File: config.mk
export PLATFORM = sky130hd
export DESIGN_NAME = tspg_cordic_cell
export DESIGN_NICKNAME = d
export VERILOG_FILES = /design/src/hdl/tspg_pkg.sv /design/src/hdl/tspg_cordic_cell.sv
export SDC_FILE = /design/constraint.sdc
export NUM_CORES = 1
export LEC_CHECK = 0
export BUFFER_PORTS_ARGS = -buffer_cell sky130_fd_sc_hd__clkbuf_2
export CORE_UTILIZATION = 35
export CTS_BUF_LIST = sky130_fd_sc_hd__clkbuf_4 sky130_fd_sc_hd__clkbuf_8
export CTS_CLUSTER_DIAMETER = 120
export DETAILED_ROUTE_END_ITERATION = 16
export GPL_TIMING_DRIVEN = 0
export HOLD_SLACK_MARGIN = 0.05
export PLACE_DENSITY = 0.6
export REMOVE_ABC_BUFFERS = 1
export SYNTH_ARGS = -nofsm -noshare
export SYNTH_HDL_FRONTEND = slang
export SYNTH_SLANG_ARGS = --single-unit
File: constraint.sdc
create_clock -name clock -period 5 [get_ports clock]
set_input_delay 0.75 -clock clock [delete_from_list [all_inputs] [get_ports clock]]
set_output_delay 0.75 -clock clock [all_outputs]
set_load 0.1 [all_outputs]
File: src/hdl/tspg_pkg.sv
// shared types, constants and helper function of the torus point generator
package tspg_pkg;

   localparam int NUM_W     = 42;
   localparam int DIV_STEPS = NUM_W;
   localparam int REM_W     = 9;
   localparam int Q_W       = 32;
   localparam int CW        = 33;
   localparam int ATAN_LEN  = 24;

   localparam logic signed [CW-1:0] GAIN_Q30 = 33'sd652032874;

   localparam logic [31:0] ATAN_TURNS [ATAN_LEN] = '{
      32'h20000000, 32'h12E4051E, 32'h09FB385B, 32'h051111D4,
      32'h028B0D43, 32'h0145D7E1, 32'h00A2F61E, 32'h00517C55,
      32'h0028BE53, 32'h00145F2F, 32'h000A2F98, 32'h000517CC,
      32'h00028BE6, 32'h000145F3, 32'h0000A2FA, 32'h0000517D,
      32'h000028BE, 32'h0000145F, 32'h00000A30, 32'h00000518,
      32'h0000028C, 32'h00000146, 32'h000000A3, 32'h00000051
   };

   localparam int CSR_MINOR  = 0;
   localparam int CSR_MAJOR  = 1;
   localparam int CSR_TUBE   = 2;
   localparam int CSR_AROUND = 3;

   typedef struct packed {
      logic [NUM_W-1:0] num;
      logic [REM_W-1:0] rem;
      logic [Q_W-1:0]   quo;
   } div_lane_type;

   typedef struct packed {
      logic         valid;
      logic         last;
      div_lane_type th;
      div_lane_type ph;
   } div_type;

   typedef struct packed {
      logic [1:0]           quarter;
      logic signed [CW-1:0] x;
      logic signed [CW-1:0] y;
      logic signed [CW-1:0] z;
   } rot_lane_type;

   typedef struct packed {
      logic         valid;
      logic         last;
      rot_lane_type th;
      rot_lane_type ph;
   } cordic_type;

   function automatic logic [19:0] sat20(input logic signed [23:0] v);
      logic [19:0] r;
      if (v > 24'sd524287) begin
         r = 20'h7FFFF;
      end else if (v < -24'sd524288) begin
         r = 20'h80000;
      end else begin
         r = v[19:0];
      end
      return r;
   endfunction

endpackage

File: src/hdl/tspg_cordic_cell.sv
// one rotation-mode cordic step for both angle lanes
module tspg_cordic_cell #(
   parameter int SHIFT = 0
) (
   input  logic                 clock,
   input  logic                 reset,
   input  logic                 adv,
   input  tspg_pkg::cordic_type cell_in,
   output tspg_pkg::cordic_type cell_out
);

   localparam logic signed [tspg_pkg::CW-1:0] ATAN =
      $signed({1'b0, tspg_pkg::ATAN_TURNS[SHIFT]});

   tspg_pkg::cordic_type stage_ff;
   tspg_pkg::cordic_type stage_in;

   function automatic tspg_pkg::rot_lane_type rot_step(input tspg_pkg::rot_lane_type l);
      tspg_pkg::rot_lane_type r;
      logic signed [tspg_pkg::CW-1:0] dx;
      logic signed [tspg_pkg::CW-1:0] dy;
      dx        = l.y >>> SHIFT;
      dy        = l.x >>> SHIFT;
      r.quarter = l.quarter;
      if (!l.z[tspg_pkg::CW-1]) begin
         r.x = l.x - dx;
         r.y = l.y + dy;
         r.z = l.z - ATAN;
      end else begin
         r.x = l.x + dx;
         r.y = l.y - dy;
         r.z = l.z + ATAN;
      end
      return r;
   endfunction

   always_comb begin
      stage_in.valid = cell_in.valid;
      stage_in.last  = cell_in.last;
      stage_in.th    = rot_step(cell_in.th);
      stage_in.ph    = rot_step(cell_in.ph);
   end

   always_ff @(posedge clock) begin
      if (reset) begin
         stage_ff.valid <= 1'b0;
      end else if (adv) begin
         stage_ff.valid <= stage_in.valid;
      end
      if (adv) begin
         stage_ff.last <= stage_in.last;
         stage_ff.th   <= stage_in.th;
         stage_ff.ph   <= stage_in.ph;
      end
   end

   assign cell_out = stage_ff;

endmodule

Word-level counts from Yosys, hierarchy flattened --
Index checks and enable logic that the tools add are counted. W data, S select, Z words.
Operators by class: magnitude comparators 0, eq/ne operators 0, shift operators 0, muxes and demuxes 2, add/sub/neg operators 10, div/mod/pow operators 0, multiply operators 0, reductions and logical operators 0, bitwise gates (word level) 0
Operators with widths (count):
- $mux W99 | 2
- $sub A33 B33 Y33 | 4
- $add A33 B31 Y33 const B | 2
- $add A33 B33 Y33 | 2
- $sub A33 B31 Y33 const B | 2
Storage, ports and cells: output and inout bits 204, bits in read-only memories 0, memories 0, bits of input ports 207, latch bits 0, bits in writable memories 0, register bits after elaboration 204, word-level logic and storage cells 22

Depth between registers and ports, before layout --
depth after elaboration 2, depth in mapped cells 13, depth with buffers taken out 12

Worst setup path before layout --
Ideal clock, no wire load.
path type input-to-reg, start point input cell_in[45] (netlist name), end point register stage_ff, in the netlist cell_out[62] (data pin), cell stages on the path 12, setup time 268 ps, buffers on the path 1, data arrival time 3025 ps, slack 1707 ps, data required time 4732 ps, path through inv_1 ha_1 buf_4 nor2_1 a211o_1 a221o_1 or3_4 a21boi_2 o21ai_2 a2111oi_4 o21ai_1 xnor2_1
RTL lines:
- start, declared | line tspg_cordic_cell.sv:8 | input tspg_pkg::cordic_type cell_in,
- end, declared | line tspg_cordic_cell.sv:15 | tspg_pkg::cordic_type stage_ff;

==> results.md <==
* Final WS setup at 1008 ps
* Core area at 48950 sq um
* Setup slack, reg-to-reg at 4410 ps
* Hold_buf cts at 0
* Crit path time final at 3992 ps
* DRT Wirelength at 57860 um
* Clock sink total at 202
* VDD IR-drop max at 334.0 uV
* YS warnings at 0
* TritonRoute pass-1 iters at 5
* Post-synth top area share at 34.79%
* First-pass GRT wire length at 87060 um
* Total number of vias at 15.78k
* Fill cells at 4987
* # setup viols final at 0
* CP required at 5300 ps
* Pin count of the biggest net entering global routing at 114
* Nets@finish at 2698
* CTS tree: yes
* Io pins at 411
* Routability cong. at 0.9567
* Initial antenna violation count at 0
* Synth Area per Inst at 9.007 sq um
* Synth Area in Compound Gates at 22.63%
* Share of layout cells above drive strength 1 at 21.93%
* Largest family of logic cells by synthesized area: compound AO/OA/AOI/OAI gates
* Clock Tree Buf Depth at 3
* H-tree depth at 2
* Wire per inst at 19.41 um
* GRT Total Usage at 22.18%
* DIE HEIGHT at 224.6 um
* Post-synthesis cell count at 1926
* Multiplexer area fraction after synthesis at 1.616%
* Status: finished clean
* Commonest non-fill, non-tap cell in the layout: clkbuf_2
* Root Driver: clkbuf_8
* Final ANT Viol Nets at 0
* MaxCap Viol Count at 0
* Layout area overhead at 19.58%
* Netlist cell types at 85
* XOR/XNOR Fraction of Synth Area at 6.311%
* Crit path kind: input port to flop
* Core Util, Final at 42.38%
* Rel. slew slack at 18.39%
* Setup crit end: cell_out[65]
* GRT overflow at 0
* Post-synth EDFFs at 201
* FFs w/ async S/R, synth at 0%
* Crit path from: cell_in[35]
* Vias/cell at 5.294
* Worst Path Max Fanout at 11
* Post-CTS setup buffers at 0
* Commonest register cell after synthesis: edfxtp_1
* Synth Area in Simple Gates at 13.00%
* Site Rows at 81
* Most frequent cells in the layout: clkbuf_2, edfxtp_1, a21oi_1, ha_1, inv_1
* # DRC at 0
* Antenna fix cells at 0
* Port Buffers at 410
* Unrepaired setup endpoints after global routing: false
* Worst slew pin tran at 1223 ps
* Max-slew violations at 0
* Clock buffer count from CTS at 39
* Cell Pwr Density at 365.6 nW/um^2
* Hold Vio Cnt, Final at 0
* Period utilization at 79.84%
* CP endpoint kind: flop
* Post-cts sizing count at 0
* Largest area contributor in the netlist: edfxtp_1
* Clock slew at reported path FFs at 60 ps
* Place WS at 477.1 ps
* Reg-to-Reg Start: cell_out[203]
* Vias in the first global route at 15.57k
* Clk_skew at 0 ps
* Max FFs per register at 202
* 1st-iter DRT viols at 1101
* Critical path arrival at 4290 ps
* Synth Area in Adders at 15.06%
* Initial Utilization at 35.44%
* Max Freq at 250.5 MHz
* Die width at 224.6 um
* Min-Delay Path Class: input port to flop
* Critical path launch point type: input port
* Skew-Pair Late Insertion Delay at 550 ps
* Power consumption at 7.585 mW
* Synth Cell Area at 17350 sq um
* Worst r2r path cells at 2
* Floorplan die area at 50460 sq um
* HPWL after DPL at 46260 um
* Number of synthesized register bits at 202
* Sequential share of the synthesized area at 34.91%
* P_leak at 9.343 nW
* Largest cells by area after synthesis: edfxtp_1, ha_1, a21oi_1
* FF-to-FF End: cell_out[203]
-- layout make-up --
cell class | count | area (sq um) | share of cell area (%)
clock buffers | 48 | 604.3 | 2.913
clock inverters | 22 | 193.9 | 0.9349
inverters | 198 | 743.2 | 3.583
multi-input cells | 1433 | 10170 | 49.02
flip-flops and latches | 202 | 6056 | 29.19
well taps | 664 | 830.8 | 4.005
repair buffers | 413 | 2148 | 10.36
-- worst max-delay path, stage by stage --
cell	delay (ps)
clkbuf_2	130
inv_1	50
ha_1	440
nor2b_1	300
nor3_1	100
o21ai_0	480
a311oi_2	310
o31ai_2	600
a31oi_1	330
o311a_1	390
mux2i_1	300
xor2_1	110
-- layer usage --
metal | global-route usage (%) | share of wire, % | up-vias
met5 | 0 | 0 | -
met3 | 3.867 | 5.5 | 115
met4 | 8.470 | 3.5 | 0
li1 | - | - | 7634
met1 | 26.77 | 41 | 7508
met2 | 39.13 | 50 | 519
-- cell usage after synthesis (21+ instances only) --
master / n
nor2b_1: 25
o21bai_1: 29
mux2i_1: 28
a211oi_1: 24
o21ai_0: 136
nor2_1: 160
edfxtp_1: 201
nand3_1: 23
nand2_1: 106
xnor2_1: 101
a21oi_1: 196
inv_1: 194
nand4_1: 21
clkbuf_1: 56
a21o_1: 47
ha_1: 196
xor2_1: 24
nor3_1: 36
-- through the flow --
stage                     instances  instance area, sq um  hold WS [ps]  setup TNS (ps)
final                          2980                 20740         332.3               0
after global routing           2980                 20740         274.0               0
after CTS                      2980                 20740         264.5               0
after detailed placement       2910                 19950         525.4               0
after global placement         2907                 19850         482.9          -49.68
after floorplan                1833                 16970         822.4               0
-- power by group --
part	total [mW]	internal (mW)	leakage (nW)	switching [mW]
logic	3.62	0.756	6.95	2.86
registers	2.25	2.18	1.98	0.0668
clock network	1.72	0.960	0.413	0.762
-- logic make-up (layout without fill, tap and decap cells) --
logic type,after synthesis,count (layout)
xor gates and xnor gates,125,125
buffers and inverters,291,681
adders and majority gates,204,204
and+or+nand+nor,466,466
DFF,202,202
muxes,28,28
AOI/OAI and AO/OA,610,610
-- worst min-delay path by stage --
stage             startpoint            end  slack, ps  depth (start not counted)
2_1_floorplan          reset  cell_out[203]        820                          1
3_3_place_gp   cell_out[203]  cell_out[203]        480                          2
3_5_place_dp   cell_out[203]  cell_out[203]        530                          2
4_1_cts         cell_in[121]  cell_out[121]        260                          1
5_1_grt          cell_in[28]   cell_out[28]        270                          1
6_report         cell_in[28]   cell_out[28]        330                          1
(Power assumes the default switching activity.)
