<file path="config.mk">
export PLATFORM = sky130hd
export DESIGN_NAME = tspg_div_cell
export DESIGN_NICKNAME = d
export VERILOG_FILES = /design/src/hdl/tspg_pkg.sv /design/src/hdl/tspg_div_cell.sv
export SDC_FILE = /design/constraint.sdc
export NUM_CORES = 1
export LEC_CHECK = 0
export ABC_CLOCK_PERIOD_IN_PS = 9050
export BUFFER_PORTS_ARGS = -buffer_cell sky130_fd_sc_hd__buf_4
export CORE_AREA = 4 4 137 139
export DETAILED_ROUTE_END_ITERATION = 10
export DIE_AREA = 0 0 141 143
export HOLD_SLACK_MARGIN = 0.05
export PLACE_DENSITY = 0.73
export SYNTH_ARGS = -nofsm -noshare
export SYNTH_HDL_FRONTEND = slang
export SYNTH_SLANG_ARGS = --single-unit
</file>
<file path="constraint.sdc">
create_clock -name clock -period 9.05 [get_ports clock]
set_clock_uncertainty 0.2 [all_clocks]
set_input_delay 2.2625 -clock clock [delete_from_list [all_inputs] [get_ports clock]]
set_output_delay 2.2625 -clock clock [all_outputs]
set_load 0.02 [all_outputs]
</file>
<file path="src/hdl/tspg_pkg.sv">
// shared types, constants and helper function of the torus point generator
package tspg_pkg;

   localparam int NUM_W     = 42;
   localparam int DIV_STEPS = NUM_W;
   localparam int REM_W     = 9;
   localparam int Q_W       = 32;
   localparam int CW        = 33;
   localparam int ATAN_LEN  = 24;

   localparam logic signed [CW-1:0] GAIN_Q30 = 33'sd652032874;

   localparam logic [31:0] ATAN_TURNS [ATAN_LEN] = '{
      32'h20000000, 32'h12E4051E, 32'h09FB385B, 32'h051111D4,
      32'h028B0D43, 32'h0145D7E1, 32'h00A2F61E, 32'h00517C55,
      32'h0028BE53, 32'h00145F2F, 32'h000A2F98, 32'h000517CC,
      32'h00028BE6, 32'h000145F3, 32'h0000A2FA, 32'h0000517D,
      32'h000028BE, 32'h0000145F, 32'h00000A30, 32'h00000518,
      32'h0000028C, 32'h00000146, 32'h000000A3, 32'h00000051
   };

   localparam int CSR_MINOR  = 0;
   localparam int CSR_MAJOR  = 1;
   localparam int CSR_TUBE   = 2;
   localparam int CSR_AROUND = 3;

   typedef struct packed {
      logic [NUM_W-1:0] num;
      logic [REM_W-1:0] rem;
      logic [Q_W-1:0]   quo;
   } div_lane_type;

   typedef struct packed {
      logic         valid;
      logic         last;
      div_lane_type th;
      div_lane_type ph;
   } div_type;

   typedef struct packed {
      logic [1:0]           quarter;
      logic signed [CW-1:0] x;
      logic signed [CW-1:0] y;
      logic signed [CW-1:0] z;
   } rot_lane_type;

   typedef struct packed {
      logic         valid;
      logic         last;
      rot_lane_type th;
      rot_lane_type ph;
   } cordic_type;

   function automatic logic [19:0] sat20(input logic signed [23:0] v);
      logic [19:0] r;
      if (v > 24'sd524287) begin
         r = 20'h7FFFF;
      end else if (v < -24'sd524288) begin
         r = 20'h80000;
      end else begin
         r = v[19:0];
      end
      return r;
   endfunction

endpackage

</file>
<file path="src/hdl/tspg_div_cell.sv">
// one restoring division step for the around and tube phase lanes
module tspg_div_cell (
   input  logic                       clock,
   input  logic                       reset,
   input  logic                       adv,
   input  logic [tspg_pkg::REM_W-1:0] den_th,
   input  logic [tspg_pkg::REM_W-1:0] den_ph,
   input  tspg_pkg::div_type          cell_in,
   output tspg_pkg::div_type          cell_out
);

   tspg_pkg::div_type stage_ff;
   tspg_pkg::div_type stage_in;

   function automatic tspg_pkg::div_lane_type div_step(input tspg_pkg::div_lane_type l,
                                                      input logic [tspg_pkg::REM_W-1:0] d);
      tspg_pkg::div_lane_type r;
      logic [tspg_pkg::REM_W:0] trial;
      logic                     ge;
      trial = {l.rem, l.num[tspg_pkg::NUM_W-1]};
      ge    = trial >= {1'b0, d};
      r.num = {l.num[tspg_pkg::NUM_W-2:0], 1'b0};
      r.rem = ge ? tspg_pkg::REM_W'(trial - {1'b0, d}) : trial[tspg_pkg::REM_W-1:0];
      r.quo = {l.quo[tspg_pkg::Q_W-2:0], ge};
      return r;
   endfunction

   always_comb begin
      stage_in.valid = cell_in.valid;
      stage_in.last  = cell_in.last;
      stage_in.th    = div_step(cell_in.th, den_th);
      stage_in.ph    = div_step(cell_in.ph, den_ph);
   end

   always_ff @(posedge clock) begin
      if (reset) begin
         stage_ff.valid <= 1'b0;
      end else if (adv) begin
         stage_ff.valid <= stage_in.valid;
      end
      if (adv) begin
         stage_ff.last <= stage_in.last;
         stage_ff.th   <= stage_in.th;
         stage_ff.ph   <= stage_in.ph;
      end
   end

   assign cell_out = stage_ff;

endmodule

</file>
== Yosys cells after proc, flatten, opt, wreduce, memory -nomap -nowiden ==
Cells that the tools add are included.

* Add/subtract/negate cells: 2
* Magnitude comparators: 2
* Muxes and demuxes: 2

{| class="wikitable"
|+ Operators with widths
! operator !! count
|-
| $ge 10x9->1 || 2
|-
| $mux 9 || 2
|-
| $sub 9x9->9 || 2
|}

* Bits in registers: 166
* Word-level logic and storage cells: 14

== Longest topological paths before layout ==
* Word-level depth: 2
* Mapped depth: 10

== Worst setup path before layout ==
OpenSTA, ideal clock, no wires.

* Path type: in2reg
* From: input cell_in[82] (netlist bit)
* To: register stage_ff (netlist bit cell_out[33]) (data pin)
* Setup time: 0.260 ns
* Arrival: 3.999 ns
* Path slack: 4.591 ns
* Stages on the path: 8
* Path through: inv_1 -> ha_1 -> inv_1 -> fa_1 -> a211oi_2 -> o21ai_1 -> a211oi_4 -> mux2_2

{| class="wikitable"
|+ RTL lines
! item !! line !! RTL
|-
| from (decl) || tspg_div_cell.sv:8 || <nowiki>input tspg_pkg::div_type cell_in,</nowiki>
|-
| to (decl) || tspg_div_cell.sv:12 || <nowiki>tspg_pkg::div_type stage_ff;</nowiki>
|}

==> flow_metrics.env <==
export IMPL_cts_buffer_depth=2
export IMPL_die_height_um=143
export IMPL_hp_class="register to register"
export IMPL_largest_register_ffs=166
export IMPL_ys_ff_latch=166
export IMPL_end_kind="register"
export IMPL_max_stage_delay_ns=0.61
export IMPL_hold_violations=0
export IMPL_synth_warnings=0
export IMPL_h_tree_depth=4
export IMPL_drt_iter0_markers=140
export IMPL_die_area_um2=20200
export IMPL_path_cells="buf_4, inv_1, ha_1, inv_1, fa_1, a211oi_2, o21ai_1, a211oi_4, mux2_2"
export IMPL_die_x_um=141
export IMPL_setup_viol=0
export IMPL_setup_ws_ns=4.52
export IMPL_period_needed_ns=4.53
export IMPL_ioPinCount=357
export IMPL_highest_layer="met4"
export IMPL_cts_tree="built"
export IMPL_leakage_uw=0.00415
export IMPL_start_util_pct=34.3
export IMPL_postCtsHoldBufs=0
export IMPL_overflow=0
export IMPL_startpoint="cell_in[82]"
export IMPL_dr_pass1_iters=4
export IMPL_status="complete, no violations"
export IMPL_synth_cell_types=41
export IMPL_syn_to_final_growth_pct=58.5
export IMPL_clock_sinks=166
export IMPL_fin_nets=893
export IMPL_vias=4108
export IMPL_gp_congestion=0.850
export IMPL_cts_root_buf="clkbuf_16"
export IMPL_portBuffers=352
export IMPL_reg2reg_from="cell_out[167]$_SDFFE_PP0P_"
export IMPL_drv_cap=0
export IMPL_antenna_left=0
export IMPL_avgViaCountPerCell=4.43
export IMPL_syn_inst=314
export IMPL_dp_slack_ns=4.10
export IMPL_crit_type="input port to register"
export IMPL_coreArea_um2=17700
export IMPL_cts_setup_buffers=0
export IMPL_power_density_nw_per_um2=213
export IMPL_clk_latency_ns=0.42
export IMPL_fin_crit_sh_pct=50.1
export IMPL_setup_tns_ns=0
export IMPL_start_kind="input port"
export IMPL_slew_headroom_pct=33.7
export IMPL_cpMostUsedCell="inv_1"
export IMPL_post_dp_hpwl_um=13300
export IMPL_syn_avg_cell_area_um2=19.3
export IMPL_antenna_found_initial=1
export IMPL_wire_per_inst_um=18.4
export IMPL_numCtsBuffers=17
export IMPL_drc=0
export IMPL_total_power_uw=2040
export IMPL_route_met2_wl_um=9180
export IMPL_synth_seq_area_share_pct=82.2
export IMPL_hold_start="cell_out[167]$_SDFFE_PP0P_"
export IMPL_routed_wl_met3_um=1410
export IMPL_drive_gt1_share_pct=57.4
export IMPL_num_rows=49
export IMPL_critical_path_slowest_cell="a211oi_4"
export IMPL_fmax_mhz=221
export IMPL_worstMarginPinSlew_ns=0.995
export IMPL_crit_required_ns=9.02
export IMPL_grt_pass1_vias=4234
export IMPL_grt_pass1_wl_um=24000
export IMPL_hold_ws_ns=0.356
export IMPL_fillCellCount=1471
export IMPL_path_clk_slew_ns=0.07
export IMPL_ctsResizeCount=0
export IMPL_crit_arrival_ns=4.50
export IMPL_grt_usage_pct=15.9
export IMPL_layout_commonest_cell="buf_4"
export IMPL_rsz0062_at_grt="false"
export IMPL_grt_max_degree=88
export IMPL_finalMaxSlewViolations=0
export IMPL_wl_met1_um=6240
export IMPL_netlist_area_um2=6050
export IMPL_worstPathMaxFanout=16
export IMPL_ir_drop_mv=0.120
export IMPL_wl_um=17000
export IMPL_layout_common_cells="buf_4 (352), edfxtp_1 (165), inv_1 (24)"
==> through the flow <==
stage               cells  area (µm²)  util, %
floorplan             315        6060        -
detailed placement    894        8980     50.8
global placement      894        8980     50.8
CTS                   926        9590     54.3
finish                927        9600     54.4
global route          927        9600     54.4
==> layout make-up <==
class | count | area (µm²) | share of cell area (%)
diodes | 1 | 2.50 | 0.0261
flip-flops and latches | 166 | 4970 | 51.8
clock inverters | 13 | 185 | 1.93
multi-input cells | 121 | 967 | 10.1
clock buffers | 19 | 433 | 4.51
inverters | 25 | 93.8 | 0.978
repair buffers | 353 | 2650 | 27.7
well taps | 229 | 287 | 2.99
==> final timing paths <==
check                          endpoint  slack (ns)  depth (start not counted)
min reg2reg  cell_out[167]$_SDFFE_PP0P_        0.36                          2
min          cell_out[167]$_SDFFE_PP0P_        0.36                          2
max              cell_out[33]$_DFFE_PP_        4.52                          9
max reg2reg  cell_out[167]$_SDFFE_PP0P_        8.23                          2
==> synth_stat cells, drive strengths merged <==
cell / number / area share [%]
nand3: 1 / 0.083
nand2: 12 / 0.74
a2111o: 1 / 0.19
dfxtp: 1 / 0.33
a21o: 3 / 0.37
nor3: 1 / 0.083
buf: 3 / 0.37
o21ai: 11 / 0.97
a211oi: 5 / 0.91
a21oi: 12 / 1.1
nand2b: 4 / 0.41
xor2: 3 / 0.43
a31oi: 1 / 0.10
inv: 25 / 1.5
o21a: 2 / 0.25
xnor2: 7 / 1.0
o31ai: 4 / 0.58
o2111a: 1 / 0.19
o211ai: 3 / 0.37
edfxtp: 165 / 82
a221oi: 1 / 0.14
fa: 2 / 0.66
and3: 1 / 0.10
and4: 2 / 0.33
nor2: 10 / 0.62
mux2i: 2 / 0.33
o2111ai: 1 / 0.14
ha: 18 / 3.7
a211o: 1 / 0.14
conb: 1 / 0.062
mux2: 9 / 1.7
nand4: 1 / 0.10
==> logic make-up (layout without fill, tap and decap cells) <==
| logic type | Yosys count | count (layout) | synth area share [%] |
|---|---|---|---|
| buffers and inverters | 28 | 410 | 1.92 |
| DFF | 166 | 166 | 82.2 |
| AOI/OAI and AO/OA | 46 | 46 | 5.48 |
| adders and majority gates | 20 | 20 | 4.38 |
| xor gates and xnor gates | 10 | 10 | 1.45 |
| muxes | 11 | 11 | 2.07 |
| other | 1 | 3 | 0.0619 |
| and+or+nand+nor | 32 | 32 | 2.48 |
==> layer usage <==
metal / global-route usage, % / vias to the layer above
li1: - / 1951
met1: 17.9 / 1953
met2: 28.5 / 191
met3: 5.43 / 13
met4: 5.05 / 0
met5: 0 / -
==> report_power, final <==
part / total [µW] / leakage (µW) / switching, µW / internal, µW
clock: 755 / 0.000295 / 311 / 444
sequential: 944 / 0.00162 / 20.5 / 924
combinational: 344 / 0.00223 / 182 / 162
==> critical path, delay by kind of cell <==
kind / cells / cell delay [ns]
buffers and inverters: 3 / 0.20
multiplexers: 1 / 0.41
AO/OA/AOI/OAI: 3 / 1.04
adder cells (fa/ha/maj): 2 / 0.58
Note: power is estimated with default switching activity, not from simulation.
